[src/rtl/wrm_pkg.sv]
`default_nettype none
package wrm_pkg;

  // Field widths
  localparam int unsigned TIME_W   = 40;
  localparam int unsigned COUNT_W  = 32;
  localparam int unsigned RATE_W   = 48;
  localparam int unsigned FRAC_W   = 16;
  localparam int unsigned USEC_W   = 20;
  localparam int unsigned SCALED_W = COUNT_W + USEC_W;
  localparam int unsigned STEP_W   = $clog2(RATE_W);

  // Default ring size and register reset
  localparam int unsigned RING_DEPTH   = 64;
  localparam logic [COUNT_W-1:0] WINDOW_RESET = COUNT_W'(1000000);

  // Microseconds per second, the rate scale
  localparam logic [USEC_W-1:0] USEC_PER_SEC = USEC_W'(1000000);

  typedef enum logic {
    ACT_RECORD = 1'b0,
    ACT_QUERY  = 1'b1
  } action_e;

  typedef struct packed {
    logic               action;
    logic [TIME_W-1:0]  time_us;
    logic [COUNT_W-1:0] tick_count;
  } in_item_t;

  typedef struct packed {
    logic [RATE_W-1:0] window_rate;
    logic [RATE_W-1:0] global_rate;
    logic              saturated;
  } out_item_t;

  typedef struct packed {
    logic [TIME_W-1:0]  time_us;
    logic [COUNT_W-1:0] tick_count;
  } ring_entry_t;

  typedef struct packed {
    logic               start;
    logic [COUNT_W-1:0] count;
    logic [TIME_W-1:0]  den;
  } div_cmd_t;

  typedef struct packed {
    logic              done;
    logic              sat;
    logic [RATE_W-1:0] rate;
  } div_rsp_t;

  typedef enum logic [1:0] {
    DIV_IDLE,
    DIV_MUL,
    DIV_CHK,
    DIV_RUN
  } div_state_e;

  typedef enum logic [2:0] {
    SEQ_IDLE,
    SEQ_LATEST,
    SEQ_GLOB,
    SEQ_WALK,
    SEQ_WIN,
    SEQ_DONE
  } seq_state_e;

endpackage
`default_nettype wire

[src/rtl/wrm_div.sv]
`default_nettype none
module wrm_div import wrm_pkg::*; (
  input  wire logic     clk_i,
  input  wire logic     rst_ni,
  input  wire div_cmd_t cmd_i,
  output      div_rsp_t rsp_o
);

  div_state_e          state_q, state_d;
  logic [COUNT_W-1:0]  count_q, count_d;
  logic [TIME_W-1:0]   den_q, den_d;
  logic [SCALED_W-1:0] scaled_q, scaled_d;
  logic [TIME_W-1:0]   rem_q, rem_d;
  logic [RATE_W-1:0]   quo_q, quo_d;
  logic [STEP_W-1:0]   step_q, step_d;
  logic                done_q, done_d;
  logic                sat_q, sat_d;
  logic [TIME_W:0]     trial;
  logic [TIME_W-1:0]   scaled_hi;

  assign trial     = {rem_q, quo_q[RATE_W-1]};
  assign scaled_hi = TIME_W'(scaled_q[SCALED_W-1:COUNT_W]);

  // Scale by 1e6, check for overflow or a zero divisor, then one restoring step a cycle
  always_comb begin
    state_d  = state_q;
    count_d  = count_q;
    den_d    = den_q;
    scaled_d = scaled_q;
    rem_d    = rem_q;
    quo_d    = quo_q;
    step_d   = step_q;
    done_d   = 1'b0;
    sat_d    = sat_q;
    unique case (state_q)
      DIV_IDLE: begin
        if (cmd_i.start) begin
          count_d = cmd_i.count;
          den_d   = cmd_i.den;
          state_d = DIV_MUL;
        end
      end
      DIV_MUL: begin
        scaled_d = SCALED_W'(count_q) * SCALED_W'(USEC_PER_SEC);
        state_d  = DIV_CHK;
      end
      DIV_CHK: begin
        // quotient of 2^48 or more, or a zero divisor: saturate
        if (scaled_hi >= den_q) begin
          quo_d   = '1;
          sat_d   = 1'b1;
          done_d  = 1'b1;
          state_d = DIV_IDLE;
        end else begin
          rem_d   = scaled_hi;
          quo_d   = {scaled_q[COUNT_W-1:0], {FRAC_W{1'b0}}};
          step_d  = '0;
          sat_d   = 1'b0;
          state_d = DIV_RUN;
        end
      end
      DIV_RUN: begin
        if (trial >= {1'b0, den_q}) begin
          rem_d = TIME_W'(trial - {1'b0, den_q});
          quo_d = {quo_q[RATE_W-2:0], 1'b1};
        end else begin
          rem_d = trial[TIME_W-1:0];
          quo_d = {quo_q[RATE_W-2:0], 1'b0};
        end
        step_d = step_q + 1'b1;
        if (step_q == STEP_W'(RATE_W - 1)) begin
          done_d  = 1'b1;
          state_d = DIV_IDLE;
        end
      end
      default: state_d = DIV_IDLE;
    endcase
  end

  always_ff @(posedge clk_i or negedge rst_ni) begin
    if (!rst_ni) begin
      state_q <= DIV_IDLE;
      done_q  <= 1'b0;
    end else begin
      state_q <= state_d;
      done_q  <= done_d;
    end
  end

  always_ff @(posedge clk_i) begin
    count_q  <= count_d;
    den_q    <= den_d;
    scaled_q <= scaled_d;
    rem_q    <= rem_d;
    quo_q    <= quo_d;
    step_q   <= step_d;
    sat_q    <= sat_d;
  end

  assign rsp_o.done = done_q;
  assign rsp_o.sat  = sat_q;
  assign rsp_o.rate = quo_q;

endmodule
`default_nettype wire

[config.mk]
export PLATFORM = sky130hd
export DESIGN_NAME = wrm_div
export DESIGN_NICKNAME = d
export VERILOG_FILES = /design/src/rtl/wrm_pkg.sv /design/src/rtl/wrm_div.sv
export SDC_FILE = /design/constraint.sdc
export NUM_CORES = 1
export LEC_CHECK = 0
export ABC_AREA = 1
export BUFFER_PORTS_ARGS = -buffer_cell sky130_fd_sc_hd__buf_2
export CELL_PAD_IN_SITES_DETAIL_PLACEMENT = 1
export CELL_PAD_IN_SITES_GLOBAL_PLACEMENT = 1
export CORE_ASPECT_RATIO = 1.25
export CORE_MARGIN = 10
export CORE_UTILIZATION = 48
export DETAILED_ROUTE_END_ITERATION = 12
export PLACE_DENSITY = 0.92
export RECOVER_POWER = 25
export REMOVE_ABC_BUFFERS = 1
export SLEW_MARGIN = 5
export SYNTH_ARGS = -nofsm -noshare
export SYNTH_HDL_FRONTEND = slang
export SYNTH_SLANG_ARGS = --single-unit
export TNS_END_PERCENT = 30
[constraint.sdc]
create_clock -name clk_i -period 7.2 [get_ports clk_i]
set_clock_uncertainty 0.2 [all_clocks]
set_input_delay 0.36 -clock clk_i [delete_from_list [all_inputs] [get_ports clk_i]]
set_output_delay 0.36 -clock clk_i [all_outputs]
set_load 0.03 [all_outputs]
==> impl_metrics.yaml, run 1 <==
run_status:
  outcome: "finished clean"
layout:
  final_common_cell: "nand2_1"
  mostFrequentLayoutCells: "549 x nand2_1, 410 x inv_1, 252 x nor2_1, 214 x ha_1, 213 x edfxtp_1"
  drive_gt1_frac: 0.0588
  layout.nets: 2923
  antennaDiodeCount: 0
  fillers: 4880
  synthToLayoutAreaGrowth_pct: 13.6
logic_synthesis:
  synthFlopType: "edfxtp_1"
  synth_cells: 2298
  ys_async_sr_fraction: 0.0139
  synth-warning-count: 0
  ys_seq_elements: 216
  synth_edf_count: 213
  ys_seq_area_frac: 0.332
  syn_area_per_cell_sq_um: 8.48
  synth.distinct_cells: 42
  synthesis.area_sq_um: 19500
critical_path:
  critical_path_peak_fanout: 6
  end_kind: "flop"
  cp.arrival_ns: 6.46
  startpoint: "count_q[20]$_DFFE_PP_"
  rr_startpoint: "count_q[20]$_DFFE_PP_"
  worst-r2r-setup-slack_ns: 0.87
  cp-start-kind: "flop"
  cp_data_required_time_ns: 7.33
  critPathKind: "flop to flop"
die:
  dieArea_sq_um: 49100
  die_x_microns: 200
  ios: 125
  initial_utilization: 0.486
  num_rows: 82
  die_h_microns: 245
  core_sq_um: 40100
routing:
  first_pass_iters: 5
  wl_per_cell_microns: 22.3
  wl_microns: 68300
  via_per_inst: 5.43
  drtIter0Drc: 677
  vias: 16638
  ant_nets: 0
  drc: 0
sta:
  timing.final.crit_share: 0.879
  setup_ws_ns: 0.870
  drv_slew: 0
  worst_pin_slew_ns: 1.26
  rsz0062_at_grt: "false"
  max_slew_margin: 0.159
  fmax_mhz: 158
  finalSetupViolCount: 0
  finalHoldViolCount: 0
  post-route-min-period_ns: 6.33
job:
  maxCapViolations: 0
worst_hold_path:
  worstHoldStart: "cmd_i[10]"
  min_path_type: "input pin to flop"
clock_tree:
  clock_latency_ns: 0.58
  clkSinkCount: 216
  cts_max_path_buffers: 3
  htree_num_levels: 1
  cts_root_buf: "clkbuf_16"
  cts_buffers: 26
  path_clk_slew_ns: 0.06
  post_cts_buffers: 0
  cts_tree: "built"
global_route:
  grt_pass1_wl_microns: 105000
  antenna_found_initial: 0
  grt_max_degree: 54
  grt_overflow: 0
  grt_pass1_vias: 18990
  gr-usage-all-layers: 0.273
place:
  hpwl_microns: 55100
  gp_congestion: 0.970
  io_buffer_count: 124
  dpl_worst_slack_ns: 0.921
worst max-delay path, stage by stage (launching register included):
cell and delay [ns]:
edfxtp_1 0.56, inv_1 0.31, fa_1 0.52, fa_1 0.60, inv_1 0.07, fa_1 0.58, fa_1 0.44, ha_1 0.29
inv_1 0.05, fa_1 0.49, inv_1 0.04, ha_1 0.43, nand2_1 0.14, nor2_1 0.16, inv_1 0.08, nor2_1 0.26
inv_1 0.09, nor2_1 0.25, nand3_1 0.28, nand4_1 0.18, nand2_1 0.07
layer usage:
layer / up-vias / routed length (microns) / track usage
met4: 0 / 4120 / 0.159
met1: 8325 / 23400 / 0.258
met3: 193 / 1680 / 0.0244
met2: 349 / 39100 / 0.558
met5: - / 0 / 0
li1: 7771 / - / -
logic make-up (layout without fill, tap and decap cells):
logic type / after synthesis / in the layout / share of synthesized area
adders and majority gates: 350 / 350 / 0.277
buffers and inverters: 444 / 662 / 0.0887
AOI/OAI and AO/OA: 231 / 231 / 0.0651
and+or+nand+nor: 1004 / 1004 / 0.213
DFF: 216 / 216 / 0.332
xor gates and xnor gates: 53 / 53 / 0.0238
flip-flops by register name, indices dropped and copies added (netlist names):
register  cells
quo_q        48
scaled_q     46
den_q        40
rem_q        40
count_q      32
step_q        6
state_q       2
done_q        1
sat_q         1
cells in the mapped netlist (2+ instances only):
cell	instances	share of area
nor3_1	12	0.0031
o21a_1	8	0.0031
buf_1	2	0.00039
nand3_1	122	0.031
inv_2	3	0.00058
nand3b_1	16	0.0062
edfxtp_1	213	0.33
a21o_1	13	0.0050
buf_4	6	0.0023
ha_1	214	0.14
nor4_1	3	0.00096
nand2_2	6	0.0019
a21oi_1	142	0.036
nor2_4	2	0.0012
nand4_1	23	0.0074
o21ai_1	7	0.0018
buf_6	3	0.0017
a31oi_1	2	0.00064
clkbuf_1	15	0.0029
o211a_1	2	0.0010
inv_1	410	0.079
buf_2	4	0.0010
nor2_2	9	0.0029
nand2_1	550	0.11
fa_1	136	0.14
o21bai_1	15	0.0058
xnor2_1	25	0.011
and2_1	2	0.00064
dfrtp_1	3	0.0039
o21ai_0	39	0.010
nor2_1	253	0.049
xor2_1	28	0.013
through the flow:
step	TNS (ns)	utilization	hold slack, ns	area, sq um	cells
floorplan	-4.74	-	-0.136	19300	2267
global placement	0	0.516	-0.0418	20700	2942
detailed placement	0	0.516	-0.0326	20700	2942
CTS	0	0.553	0.267	22200	3062
global route	0	0.552	0.290	22100	3062
finish	0	0.552	0.295	22100	3062
layout make-up:
| type | count | area (sq um) | area share |
|---|---|---|---|
| multi-input cells | 1638 | 11300 | 0.511 |
| flip-flops and latches | 216 | 6470 | 0.292 |
| inverters | 413 | 1550 | 0.0700 |
| repair buffers | 203 | 1330 | 0.0602 |
| well taps | 546 | 683 | 0.0309 |
| clock buffers | 28 | 658 | 0.0297 |
| clock inverters | 18 | 120 | 0.00543 |
repair_timing:
item | in CTS | in global routing
hold buffers | 74 | 0
hold endpoints to repair | 75 | 0
endpoints found under the setup margin | 0 | 0
resized for setup | 0 | 0
final timing paths:
check | to | cells after the start
worst min-delay path | den_q[10]$_DFFE_PP_ | 2
worst max register to register | scaled_q[47]$_DFFE_PN_ | 20
worst max-delay path | scaled_q[47]$_DFFE_PN_ | 20
worst min register to register | quo_q[4]$_DFFE_PP_ | 2
max in group asynchronous | state_q[1]$_DFFE_PN0P_ | 3
min in group asynchronous | state_q[1]$_DFFE_PN0P_ | 3
Power of run 1 is left out: the tool's default activity adds up to more than one toggle a clock period on the data nets, which glitch-free logic cannot reach.
==> run 2: changes to the inputs <==
CORE_UTILIZATION = 52   (was 48)
CTS_CLUSTER_DIAMETER = 50   (was default)
PLACE_DENSITY = 0.95   (was 0.92)
clock period = 8.01 ns   (was 7.2 ns; I/O delays follow)
==> impl_metrics.yaml, run 2 (synthesis gave the netlist of run 1 again) <==
global_route:
  grt_pass1_vias: 19639
  grt_max_degree: 54
  gr-usage-all-layers: 0.307
  grt_pass1_wl_microns: 108000
  grt_overflow: 0
  antenna_found_initial: 2
die:
  ios: 125
  die_h_microns: 236
  num_rows: 79
  initial_utilization: 0.524
  core_sq_um: 37200
  dieArea_sq_um: 45700
  die_x_microns: 193
layout:
  layout.nets: 2926
  seqCellArea_sq_um: 6470
  regMostFlops: "quo_q"
  final_common_cell: "nand2_1"
  reg_top3: "quo_q x48, scaled_q x46"
  mostFrequentLayoutCells: "549 x nand2_1, 410 x inv_1, 252 x nor2_1, 214 x ha_1, 213 x edfxtp_1"
  synthToLayoutAreaGrowth_pct: 14.1
  drive_gt1_frac: 0.0626
  multiInputGateArea_sq_um: 11300
  fin_cells: 3011
  largest_reg_flops: 48
  fillers: 4469
sta:
  setup_ws_ns: 1.95
  rsz0062_at_grt: "false"
  worst_pin_slew_ns: 1.31
  finalSetupViolCount: 0
  post-route-min-period_ns: 6.06
  fmax_mhz: 165
  tns_ns: 0
  timing.final.crit_share: 0.757
  drv_slew: 0
  finalHoldViolCount: 0
  max_slew_margin: 0.127
clock_tree:
  cts_max_path_buffers: 3
  hold_buffers: 74
  htree_num_levels: 1
  clkSinkCount: 216
  path_clk_slew_ns: 0.06
  cts_root_buf: "clkbuf_16"
  clock_latency_ns: 0.61
  cts_buffers: 29
  cts_tree: "built"
  cts_resized: 0
  post_cts_buffers: 0
critical_path:
  critPathKind: "flop to flop"
  r2r-end: "scaled_q[43]$_DFFE_PN_"
  cpMaxStageDelayCell: "edfxtp_1"
  worst-r2r-setup-slack_ns: 1.95
  cp-start-kind: "flop"
  critical_path_peak_fanout: 6
  end_kind: "flop"
  cp.arrival_ns: 6.21
  crit_chain: "inv_1 -> fa_1 -> fa_1 -> inv_1 -> fa_1 -> inv_1 -> fa_1 -> inv_1 -> ha_1 -> ha_1 -> ha_1 -> a21oi_1 -> o21ai_0 -> a21oi_1 -> o21a_1 -> nand3_1 -> nor2_1 -> nor2_1"
  rr_worst_depth: 18
  cpPeakStageDelay_ns: 0.62
  rr_startpoint: "count_q[21]$_DFFE_PP_"
  cp_data_required_time_ns: 8.16
routing:
  wl_per_cell_microns: 23.2
  wl_microns: 70000
  first_pass_iters: 5
  via_per_inst: 5.65
  drc: 0
  drtIter0Drc: 986
  vias: 17023
  ant_nets: 0
place:
  gp_congestion: 1.05
  dp.cells: 2882
  io_buffer_count: 124
  dpl_worst_slack_ns: 1.95
  hpwl_microns: 55300
worst_hold_path:
  holdPathEnd: "count_q[6]$_DFFE_PP_"
  worstHoldStart: "cmd_i[46]"
  min_path_type: "input pin to flop"
  hold_path_depth: 2
job:
  maxCapViolations: 0
run_status:
  outcome: "finished clean"
==> run 2: changes by cell type in the layout (fill, tap and decap cells not counted), moves of 2 or more <==
cell       previous run  this run
clkbuf_16            26        29
clkbuf_8              0         4
diode_2               0         2
buf_2                71        75
inv_8                 0         4
clkbuf_1             55        51
inv_6                 4         2
clkinv_2              9         4
==> run 2: critical path: cells and delay by family (launching register included) <==
family,cells,cell delay [ns]
AO/OA/AOI/OAI,4,0.93
adder cells (fa/ha/maj),7,3.23
flip-flops,1,0.62
buffers and inverters,4,0.48
AND/OR/NAND/NOR,3,0.36
==> run 2: layout make-up <==
cell class,instances,area share
flip-flops and latches,216,0.291
clock inverters,17,0.00720
diodes,2,0.000225
repair buffers,203,0.0602
clock buffers,36,0.0356
well taps,486,0.0273
inverters,413,0.0697
multi-input cells,1638,0.509
==> run 2: metrics by stage <==
stage               area [sq um]  hold slack, ns  utilization
floorplan                  19300         -0.0951            -
global placement           20600        -0.00128        0.554
detailed placement         20600         0.00759        0.554
CTS                        22300           0.300        0.600
global route               22200           0.312        0.599
finish                     22200           0.319        0.599
==> run 2: worst max-delay path by stage <==
stage / startpoint / to / slack, ns / cells after the start
after floorplan: state_q[1]$_DFFE_PN0P_ / count_q[0]$_DFFE_PP_ / 0.74 / 1
after global placement: count_q[13]$_DFFE_PP_ / scaled_q[43]$_DFFE_PN_ / 1.97 / 18
final: count_q[21]$_DFFE_PP_ / scaled_q[43]$_DFFE_PN_ / 1.95 / 18
after CTS: count_q[18]$_DFFE_PP_ / scaled_q[43]$_DFFE_PN_ / 1.96 / 22
after detailed placement: count_q[18]$_DFFE_PP_ / scaled_q[43]$_DFFE_PN_ / 1.95 / 22
after global routing: count_q[18]$_DFFE_PP_ / scaled_q[45]$_DFFE_PN_ / 1.62 / 18
==> run 2: per-layer routing <==
layer / part of all wire / GRT usage / routed length [microns] / up-vias
met4: 0.077 / 0.207 / 5370 / 0
met1: 0.34 / 0.300 / 23900 / 8410
li1: - / - / - / 7808
met2: 0.55 / 0.583 / 38200 / 539
met5: 0 / 0 / 0 / -
met3: 0.036 / 0.0321 / 2510 / 266
Power of run 2 is left out for the same reason.
